### src/rtl/core/rwh_pkg.sv
// Shared types and constants of the reciprocal word hash.
`default_nettype none
package rwh_pkg;

  localparam int unsigned WORD_W      = 32;
  localparam int unsigned HASH_W      = 64;
  localparam int unsigned DEN_W       = WORD_W + 1;
  localparam int unsigned FRAC_BITS   = 52;
  localparam int unsigned QUOT_W      = FRAC_BITS + 1;
  localparam int unsigned MIX_SHIFT   = 36;
  localparam int unsigned QUEUE_DEPTH = 2;

  localparam logic [HASH_W-1:0] SEED_VALUE = 64'hfc64c9bd39ea2141;

  // One classified word waiting for the divider.
  typedef struct packed {
    logic [WORD_W-1:0] word;
    logic              last;
    logic              trivial;
    logic [DEN_W-1:0]  den;
    logic [DEN_W-1:0]  rem0;
  } q_entry_t;

  typedef enum logic [1:0] {
    BK_IDLE,
    BK_DIV,
    BK_RND,
    BK_MIX
  } bk_state_t;

endpackage : rwh_pkg
`default_nettype wire

### src/rtl/core/reciprocal_word_hash.sv
// Top level of the reciprocal word hash: front end, queue and divider back end.
//
// Usage. Message words enter as requests on the input queue port: in_word with
// in_last marking the final word of a message; a request is taken at a clock
// edge where in_push is high and in_full is low. Each message gives exactly one
// 64-bit digest on the result port: out_digest is valid while out_empty is low
// and is taken at an edge where out_pop is high.
// Back-end steps. Each word passes through the back end in order: it is taken
// from the queue, the radix-2 divider works out its 52 fraction bits (one
// quotient bit per cycle), then come one rounding step and one mixing step.
// Words 0 and 1 skip the divider and the rounding step. With the back end
// idle, the digest of a message appears once its last word is mixed. A new
// word is taken only after the last is mixed; the divider loop sets the rate.
// The queue holds QUEUE_DEPTH classified words, so the sender can run ahead of
// the divider by that many requests.
// Reset (synchronous, rst_n low) empties the queue and the result register and
// loads the hash seed. If the receiver stalls, the digest is held; the back end
// then waits in its mixing step at the next last word, and the queue fills up.
`default_nettype none
module reciprocal_word_hash #(
  parameter int unsigned QUEUE_DEPTH = rwh_pkg::QUEUE_DEPTH
) (
  input  wire logic                          clk,
  input  wire logic                          rst_n,
  input  wire logic                          in_push,
  output logic                               in_full,
  input  wire logic [rwh_pkg::WORD_W-1:0]    in_word,
  input  wire logic                          in_last,
  output logic                               out_empty,
  input  wire logic                          out_pop,
  output logic [rwh_pkg::HASH_W-1:0]         out_digest
);

  rwh_pkg::q_entry_t front_entry;
  rwh_pkg::q_entry_t q_data;
  logic              q_full;
  logic              q_empty;
  logic              q_pop;

  // Classification happens combinationally on the way into the queue.
  rwh_front u_front (
    .word  (in_word),
    .last  (in_last),
    .entry (front_entry)
  );

  rwh_fifo #(
    .DEPTH (QUEUE_DEPTH)
  ) u_fifo (
    .clk       (clk),
    .rst_n     (rst_n),
    .push      (in_push),
    .push_data (front_entry),
    .full      (q_full),
    .pop       (q_pop),
    .pop_data  (q_data),
    .empty     (q_empty)
  );

  assign in_full = q_full;

  // The back end owns the running hash and the result register.
  rwh_back u_back (
    .clk       (clk),
    .rst_n     (rst_n),
    .q_data    (q_data),
    .q_empty   (q_empty),
    .q_pop     (q_pop),
    .digest    (out_digest),
    .res_empty (out_empty),
    .res_pop   (out_pop)
  );

  // The back end never takes a word from an empty queue.
  assert property (@(posedge clk) disable iff (!rst_n) q_pop |-> !q_empty)
    else $error("back end popped an empty queue");

  // The queue can never be full and empty at once.
  assert property (@(posedge clk) disable iff (!rst_n) !(q_full && q_empty))
    else $error("queue reports full and empty together");

  // Reset leaves no digest pending.
  assert property (@(posedge clk) !rst_n |=> out_empty)
    else $error("result pending after reset");

endmodule : reciprocal_word_hash
`default_nettype wire

### src/rtl/core/rwh_front.sv
// Front end: classifies an incoming word and prepares the divider operands.
`default_nettype none
module rwh_front (
  input  wire logic [rwh_pkg::WORD_W-1:0] word,
  input  wire logic                       last,
  output rwh_pkg::q_entry_t               entry
);

  localparam int unsigned LEN_W = $clog2(rwh_pkg::DEN_W + 1);

  logic [rwh_pkg::DEN_W-1:0] den;
  logic [LEN_W-1:0]          len;
  logic [rwh_pkg::DEN_W:0]   pow;
  logic [rwh_pkg::DEN_W:0]   diff;

  // Bit length of the denominator, a plain priority encode.
  always_comb begin
    len = '0;
    for (int i = 0; i < int'(rwh_pkg::DEN_W); i++) begin
      if (den[i]) begin
        len = LEN_W'(i + 1);
      end
    end
  end

  assign den  = {word, 1'b0} - rwh_pkg::DEN_W'(1);
  assign pow  = (rwh_pkg::DEN_W+1)'(1) << len;
  // The first quotient bit is one; the remainder 2^len - den stays below den.
  assign diff = pow - {1'b0, den};

  always_comb begin
    entry.word    = word;
    entry.last    = last;
    entry.trivial = (word[rwh_pkg::WORD_W-1:1] == '0);
    entry.den     = den;
    entry.rem0    = diff[rwh_pkg::DEN_W-1:0];
  end

endmodule : rwh_front
`default_nettype wire

### src/rtl/core/rwh_fifo.sv
// Short register queue between the front end and the divider back end.
`default_nettype none
module rwh_fifo #(
  parameter int unsigned DEPTH = rwh_pkg::QUEUE_DEPTH
) (
  input  wire logic              clk,
  input  wire logic              rst_n,
  input  wire logic              push,
  input  wire rwh_pkg::q_entry_t push_data,
  output logic                   full,
  input  wire logic              pop,
  output rwh_pkg::q_entry_t      pop_data,
  output logic                   empty
);

  localparam int unsigned PTR_W = (DEPTH > 1) ? $clog2(DEPTH) : 1;
  localparam int unsigned CNT_W = $clog2(DEPTH + 1);
  localparam logic [PTR_W-1:0] LAST_PTR = PTR_W'(DEPTH - 1);

  rwh_pkg::q_entry_t mem_r [DEPTH];
  logic [PTR_W-1:0]  wr_ptr_r, wr_ptr_nxt;
  logic [PTR_W-1:0]  rd_ptr_r, rd_ptr_nxt;
  logic [CNT_W-1:0]  cnt_r, cnt_nxt;
  logic              do_push, do_pop;

  assign full     = (cnt_r == CNT_W'(DEPTH));
  assign empty    = (cnt_r == '0);
  assign do_push  = push && !full;
  assign do_pop   = pop && !empty;
  assign pop_data = mem_r[rd_ptr_r];

  always_comb begin
    wr_ptr_nxt = wr_ptr_r;
    rd_ptr_nxt = rd_ptr_r;
    cnt_nxt    = cnt_r;
    if (do_push) begin
      wr_ptr_nxt = (wr_ptr_r == LAST_PTR) ? '0 : wr_ptr_r + PTR_W'(1);
    end
    if (do_pop) begin
      rd_ptr_nxt = (rd_ptr_r == LAST_PTR) ? '0 : rd_ptr_r + PTR_W'(1);
    end
    if (do_push && !do_pop) begin
      cnt_nxt = cnt_r + CNT_W'(1);
    end else if (do_pop && !do_push) begin
      cnt_nxt = cnt_r - CNT_W'(1);
    end
  end

  always_ff @(posedge clk) begin
    if (!rst_n) begin
      wr_ptr_r <= '0;
      rd_ptr_r <= '0;
      cnt_r    <= '0;
    end else begin
      wr_ptr_r <= wr_ptr_nxt;
      rd_ptr_r <= rd_ptr_nxt;
      cnt_r    <= cnt_nxt;
    end
  end

  always_ff @(posedge clk) begin
    if (do_push) begin
      mem_r[wr_ptr_r] <= push_data;
    end
  end

endmodule : rwh_fifo
`default_nettype wire

### src/rtl/core/rwh_back.sv
// Back end: radix-2 reciprocal divider, rounding, hash mixing and result register.
`default_nettype none
module rwh_back (
  input  wire logic                        clk,
  input  wire logic                        rst_n,
  input  wire rwh_pkg::q_entry_t           q_data,
  input  wire logic                        q_empty,
  output logic                             q_pop,
  output logic [rwh_pkg::HASH_W-1:0]       digest,
  output logic                             res_empty,
  input  wire logic                        res_pop
);

  localparam int unsigned CNT_W = $clog2(rwh_pkg::FRAC_BITS);
  localparam logic [CNT_W-1:0] CNT_LAST = CNT_W'(rwh_pkg::FRAC_BITS - 1);
  localparam int unsigned DW = rwh_pkg::DEN_W;
  localparam int unsigned QW = rwh_pkg::QUOT_W;
  localparam int unsigned HW = rwh_pkg::HASH_W;
  localparam int unsigned WW = rwh_pkg::WORD_W;
  localparam int unsigned FB = rwh_pkg::FRAC_BITS;

  rwh_pkg::bk_state_t state_r, state_nxt;
  logic [DW-1:0]    den_r, den_nxt;
  logic [DW-1:0]    rem_r, rem_nxt;
  logic [QW-1:0]    q_r, q_nxt;
  logic [CNT_W-1:0] cnt_r, cnt_nxt;
  logic [WW-1:0]    word_r, word_nxt;
  logic             last_r, last_nxt;
  logic [HW-1:0]    hash_r, hash_nxt;
  logic [HW-1:0]    digest_r, digest_nxt;
  logic             ovalid_r, ovalid_nxt;

  logic [DW:0]   rem_sh;
  logic          ge;
  logic [DW:0]   rem_sub;
  logic [HW-1:0] h1, h2, h3;
  logic          out_free;

  assign rem_sh  = {rem_r, 1'b0};
  assign ge      = (rem_sh >= {1'b0, den_r});
  assign rem_sub = rem_sh - {1'b0, den_r};

  assign h1 = hash_r ^ {(HW-FB)'(0), q_r[FB-1:0]};
  assign h2 = h1 ^ (h1 << rwh_pkg::MIX_SHIFT);
  assign h3 = h2 ^ {(HW-WW)'(0), word_r};

  assign out_free  = !ovalid_r || res_pop;
  assign digest    = digest_r;
  assign res_empty = !ovalid_r;

  always_comb begin
    state_nxt  = state_r;
    den_nxt    = den_r;
    rem_nxt    = rem_r;
    q_nxt      = q_r;
    cnt_nxt    = cnt_r;
    word_nxt   = word_r;
    last_nxt   = last_r;
    hash_nxt   = hash_r;
    digest_nxt = digest_r;
    ovalid_nxt = ovalid_r && !res_pop;
    q_pop      = 1'b0;
    unique case (state_r)
      rwh_pkg::BK_IDLE: begin
        if (!q_empty) begin
          q_pop    = 1'b1;
          den_nxt  = q_data.den;
          rem_nxt  = q_data.rem0;
          word_nxt = q_data.word;
          last_nxt = q_data.last;
          cnt_nxt  = '0;
          if (q_data.trivial) begin
            q_nxt     = '0;
            state_nxt = rwh_pkg::BK_MIX;
          end else begin
            q_nxt     = QW'(1);
            state_nxt = rwh_pkg::BK_DIV;
          end
        end
      end
      rwh_pkg::BK_DIV: begin
        rem_nxt = ge ? rem_sub[DW-1:0] : rem_sh[DW-1:0];
        q_nxt   = {q_r[QW-2:0], ge};
        cnt_nxt = cnt_r + CNT_W'(1);
        if (cnt_r == CNT_LAST) begin
          state_nxt = rwh_pkg::BK_RND;
        end
      end
      rwh_pkg::BK_RND: begin
        // Ties cannot happen since the divisor is odd.
        if (rem_sh > {1'b0, den_r}) begin
          q_nxt = q_r + QW'(1);
        end
        state_nxt = rwh_pkg::BK_MIX;
      end
      rwh_pkg::BK_MIX: begin
        if (!last_r) begin
          hash_nxt  = h3;
          state_nxt = rwh_pkg::BK_IDLE;
        end else if (out_free) begin
          digest_nxt = h3;
          ovalid_nxt = 1'b1;
          hash_nxt   = rwh_pkg::SEED_VALUE;
          state_nxt  = rwh_pkg::BK_IDLE;
        end
      end
      default: state_nxt = rwh_pkg::BK_IDLE;
    endcase
  end

  always_ff @(posedge clk) begin
    if (!rst_n) begin
      state_r  <= rwh_pkg::BK_IDLE;
      hash_r   <= rwh_pkg::SEED_VALUE;
      ovalid_r <= 1'b0;
    end else begin
      state_r  <= state_nxt;
      hash_r   <= hash_nxt;
      ovalid_r <= ovalid_nxt;
    end
  end

  always_ff @(posedge clk) begin
    den_r    <= den_nxt;
    rem_r    <= rem_nxt;
    q_r      <= q_nxt;
    cnt_r    <= cnt_nxt;
    word_r   <= word_nxt;
    last_r   <= last_nxt;
    digest_r <= digest_nxt;
  end

endmodule : rwh_back
`default_nettype wire

### config.mk
export PLATFORM = sky130hd
export DESIGN_NAME = reciprocal_word_hash
export DESIGN_NICKNAME = d
export VERILOG_FILES = /design/src/rtl/core/rwh_pkg.sv /design/src/rtl/core/reciprocal_word_hash.sv /design/src/rtl/core/rwh_front.sv /design/src/rtl/core/rwh_fifo.sv /design/src/rtl/core/rwh_back.sv
export SDC_FILE = /design/constraint.sdc
export NUM_CORES = 1
export LEC_CHECK = 0
export ABC_CLOCK_PERIOD_IN_PS = 6200
export BUFFER_PORTS_ARGS = -buffer_cell sky130_fd_sc_hd__buf_2
export CAP_MARGIN = 15
export CELL_PAD_IN_SITES_DETAIL_PLACEMENT = 2
export CELL_PAD_IN_SITES_GLOBAL_PLACEMENT = 2
export CORE_MARGIN = 1.5
export CORE_UTILIZATION = 39
export DETAILED_ROUTE_END_ITERATION = 10
export GPL_TIMING_DRIVEN = 0
export PLACE_DENSITY_LB_ADDON = 0.1
export SYNTH_ARGS = -nofsm -noshare
export SYNTH_HDL_FRONTEND = slang
export SYNTH_SLANG_ARGS = --single-unit
### constraint.sdc
create_clock -name clk -period 6.2 [get_ports clk]
set_input_delay 0 -clock clk [delete_from_list [all_inputs] [get_ports clk]]
set_output_delay 0 -clock clk [all_outputs]
set_load 0.01 [all_outputs]
# Word-level counts from Yosys, hierarchy flattened
# Memories as Yosys holds them, arrays and structs flattened. A register that Yosys moved wholly into a read port is not among the register bits.
# Cells that the tools add are included.
# totals
ff_bits	293
mem_bits_rw	200
input_bits	37
out_inout_bits	66
wordCells	127
memories	1
# memory_table
memory	words	word_bits	read_ports	rd_ports_with_merged_regs	write_ports	line	text
u_fifo.mem_r	2	100	1	1	1	rwh_fifo.sv:20	rwh_pkg::q_entry_t mem_r [DEPTH];
# classes
add_sub_neg	9
n_lt_le_gt_ge	2
eq_ne	10
shifts	1
mux	63
bitwise_logic	4
n_reduce_logical	24
# op_table
operator	n
$pmux 53 s3	1
$mux 64	2
$mux 53	2
$mux 5	16
$mux 33	2
$pmux 33 s2	1
$sub 33x33->33	2
$xor 64x32->64	1
$xor 64x52->64	1
$xor 64x64->64	1
$add 53x1->53 const B	1
$ge 34x33->1	1
$gt 34x33->1	1
$shl 1x6->33 const A	1
$sub 33x1->33 const B	1
$mux 4	8
$logic_not 31->1	1
$mux 2	9
$mux 6	3
$mux 1	13
$mux 3	4
$pmux 6 s2	1
$reduce_and 3->1	3
$pmux 2 s4	1
18 further kinds	36

# Depth between registers and ports, before layout
# logic_depth
depth_word	36
mapped_depth	30
ltp_nobuf	28

# Hierarchy
# Synthesis repeated with hierarchy kept, for this count alone.
# hier_totals
cells_unflattened	2331
hier_area_um2	26302.7
# modules_own_cells
module	n_inst	cells_per_inst	area_per_inst_um2	seq_area_each_um2
rwh_back	1	1299	14361.3	7977.7
rwh_fifo	1	336	7445.9	6105.9
rwh_front	1	696	4495.6	0.0

# Worst setup path before layout
# Ideal clock, no wire load.
# synth_timing
kind	register -> register
startpoint	reg u_back.state_r[1]
endpoint	reg u_back.q_r[0] (enable)
setup_ns	0.493
arrival_ns	6.358
t_required_ns	5.707
slack_ns	-0.651
stages_incl_launch_ff	7
path_buffers	0
period_less_slack_ns	6.851
cell_sequence	dfxtp_1 inv_1 ha_1 inv_1 o21ai_0 a21oi_1 a31oi_1
# synth_between
elab_chain_len	3
word_cells_on_any_way	7
classes_between	eq/ne: 4; reduce/logical: 3
# synth_rtl
element	line	text
start, declared	rwh_back.sv:22	rwh_pkg::bk_state_t state_r, state_nxt;
start signal, assigned	rwh_back.sv:113	state_r <= rwh_pkg::BK_IDLE;
start signal, assigned	rwh_back.sv:117	state_r <= state_nxt;
$eq 2x2->1, or another cell as far along	rwh_back.sv:63	unique case (state_r)
$ne 2x1->1 (no source line), or another cell as far along	n/a	
$reduce_and 3->1 (no source line) (*)	n/a	
end signal, assigned	rwh_back.sv:126	q_r <= q_nxt;
end, declared	rwh_back.sv:25	logic [QW-1:0] q_r, q_nxt;
# Mark *: on every way between the ends. The rest lies on a longest branch, timed or not.
# A chain may end at the register's enable or synchronous reset.

==> results.json <==
{
  "postPlaceCellArea_sq_um": 26700,
  "p_leak_nw": 10.4,
  "finalCriticalPeriod_ps": 5920,
  "htree_num_levels": 2,
  "clock_latency_ps": 640,
  "start_kind": "primary input",
  "yosysSeqAreaShare_pct": 56.3,
  "hold_class": "primary input to flop",
  "worst_slew_pin_slew_ps": 1120,
  "place_hpwl_mm": 59.9,
  "cts_root_buffer": "clkbuf_16",
  "drive_gt1_share_pct": 14.6,
  "first_pass_iters": 5,
  "switching_power_w": 0.00563,
  "fmax_ghz": 0.169,
  "crit_arrival_ps": 6270,
  "antenna_found_initial": 2,
  "grt_pass1_vias": 19331,
  "synthCells": 2095,
  "num-fill-cells": 6312,
  "pwr-share-clk_pct": 23.2,
  "clockBufferDepth": 3,
  "dp_cells": 3051,
  "finClkSkew_ps": 40.5,
  "relSlewSlack_pct": 25.1,
  "synth_commonest_cells": "edfxtp_1, xnor2_1, nand2_1, nor2_1, nor2b_1",
  "area_growth_pct": 17.5,
  "timing.final.crit_share_pct": 95.4,
  "synth_top_area_share_pct": 50.5,
  "synth_top_area_cell": "edfxtp_1",
  "yosys-top-cells-area": "edfxtp_1, xnor2_1, dfxtp_1",
  "seq_power_share_pct": 37.7,
  "num_rows": 92,
  "synthesis.nets": 2208,
  "finalCoreUtilization_pct": 46.4,
  "p_int_w": 0.00888,
  "fp.dieArea_sq_um": 65200,
  "vias": 17700,
  "ys_ff_latch": 490,
  "worstSetupEndpointType": "flop",
  "peakVddDrop_uv": 293,
  "clock-sinks": 490,
  "synthFlopType": "edfxtp_1",
  "hold_violations": 0,
  "swShare_pct": 38.8,
  "synth.most_common_cell": "edfxtp_1",
  "grt_pass1_wl_mm": 123,
  "die_w_microns": 255,
  "overflow": 0,
  "finalMaxSlewViolations": 0,
  "crit_type": "primary input to flop",
  "multi_input_area_sq_um": 10300,
  "fin_area_sq_um": 29200,
  "synth.cell_area_sq_um": 24800,
  "seq_area_sq_um": 14000,
  "clkTransAtPathRegs_ps": 60,
  "ant_nets": 0,
  "max_cap_violations": 0,
  "power_frac_comb_pct": 39.2,
  "tritoncts": "built",
  "drc": 0,
  "grt_max_degree": 63,
  "routedWlPerCell_microns": 25.4,
  "die_y_microns": 255,
  "crit_required_ps": 6560,
  "cts_buffers": 55,
  "syn_area_per_cell_sq_um": 11.9,
  "rsz0062_at_grt": "false",
  "synth-async-reset-ratio_pct": 0,
  "routabilityCongestion": 0.833,
  "ys_warn_count": 0,
  "setup_viol": 0,
  "viasPerCell": 5.52,
  "final_nets": 2425,
  "finalWirelength_mm": 81.5,
  "ys_types": 81,
  "pin_count": 103,
  "status": "completed",
  "fin_cells": 3206,
  "globalRouteTotalUtil_pct": 24.8,
  "critPathMaxFanout": 10,
  "synth_edf_count": 418,
  "portBuffers": 101,
  "core-area_sq_um": 63000,
  "p_per_area_nw_per_um2": 497,
  "drt-initial-drc-count": 1099,
  "start_util_pct": 39.5
}
-- power by group through the flow --
stage	combinational (W)	sequential (W)	clock, W
finish	0.00569	0.00546	0.00336
global route	0.00622	0.00553	0.00355
CTS	0.00572	0.00546	0.00343
detailed placement	0.00561	0.00551	0
global placement	0.00515	0.00560	0
floorplan	0.00373	0.00532	0
-- kinds of logic (layout without fill, tap and decap cells) --
family / Yosys count / after routing / share of synthesized area [%]
simple gates: 568 / 568 / 12.1
flops: 490 / 490 / 56.3
compound gates: 424 / 424 / 11.5
xor+xnor: 249 / 249 / 8.81
buf+inv: 187 / 451 / 3.00
mux: 101 / 101 / 4.40
fa+ha+maj: 76 / 76 / 3.89
other cells: 0 / 1 / 0
-- metal layers --
metal / track usage, % / share of wire, %
met2: 40.0 / 47
met4: 6.27 / 2.3
met5: 0 / 0.016
met3: 3.67 / 4.0
met1: 35.0 / 47
-- final cells by class --
cell class	count	share of cell area (%)
sequential	490	47.9
multi-input combinational	1418	35.4
inverter	100	1.31
tap	846	3.63
timing repair buffer	160	4.06
buffer	87	1.32
clock inverter	30	1.11
clock buffer	74	5.24
antenna	1	0.00857
-- state kept, by name, summed over array words and instances, names as in the netlist, named ones only --
register         count
u_fifo.mem_r       198
u_back.digest       64
u_back.hash_r       64
u_back.q_r          52
u_back.rem_r        33
u_back.den_r        32
u_back.word_r       32
u_back.cnt_r         6
u_back.state_r       2
u_fifo.cnt_r         2
u_back.last_r        1
u_back.ovalid_r      1
u_fifo.rd_ptr_r      1
u_fifo.wr_ptr_r      1
-- placed cells by master (no fill, tap or decap), types with 10 or more instances in the layout --
cell type      Yosys  final
nand3_1           40     39
mux2i_1           35     35
clkbuf_1          67     77
a31oi_1           13     11
clkbuf_16          0     57
and3_1            23     22
o21ai_0           57     51
a22oi_1           83     82
clkinv_2           0     10
buf_2              7    105
a21o_1            24     24
nor3_1            36     33
buf_4              1     11
nand2b_1          19     18
mux2_2            66     66
inv_1             98     96
o21a_1            11     11
nor2_1           117    112
a211oi_1          27     27
nor2b_1          111    111
a21oi_1          100     97
ha_1              74     74
edfxtp_1         418    418
nand2_1          119    117
xor2_1            77     77
nand4_1           23     23
and2_1            16     16
o22ai_1           29     29
dfxtp_1           72     72
xnor2_1          171    167
dlygate4sd3_1      0     43
o21bai_1          12     12
-- worst paths after layout --
kind,startpoint,to,slack (ps),cells past startpoint
min reg2reg,u_back.hash_r[21],u_back.hash_r[21],520,2
max reg2reg,u_back.den_r[7],u_back.q_r[11],1170,14
min,in_word[17],u_fifo.mem_r[0][52],10,3
max,in_word[2],u_fifo.mem_r[0][32],280,25
-- what timing repair did --
action / CTS / global route
pin swaps: 5 / 4
resized for setup: 27 / 22
endpoints found under the setup margin: 26 / 6
endpoints found under the hold margin: 108 / 2
buffers inserted: 3 / 4
hold buffers: 42 / 1
-- critical path, stage by stage --
cell       delay, ps
buf_2            160
nor3_1           660
nand4_2          430
nor4_1           450
xor2_1           300
a311oi_2         350
o2bb2ai_2        130
a311oi_4         390
nand3b_1         290
inv_1             60
and2_1           170
inv_1             70
fa_1             210
nor2b_1           60
o21ai_1          210
a21oi_1          120
o311a_1          380
o31a_1           340
o2111ai_2        270
a31oi_2          190
a22oi_2          290
a21oi_2          120
a2111oi_2        330
o21bai_1         110
xor2_1           180
-- through the flow --
step | TNS (ps) | worst slack [ps] | hold slack [ps] | total power (W)
6_report | 0 | 284 | 9.86 | 0.0145
5_1_grt | 0 | 1.37 | 7.76 | 0.0153
4_1_cts | 0 | 69.4 | 3.26 | 0.0146
3_5_place_dp | -33560 | -1760 | 214 | 0.0111
3_3_place_gp | -377300 | -2850 | 216 | 0.0107
2_1_floorplan | 0 | 303 | 98.9 | 0.00905
No activity file was read; power rests on OpenSTA's default activity.
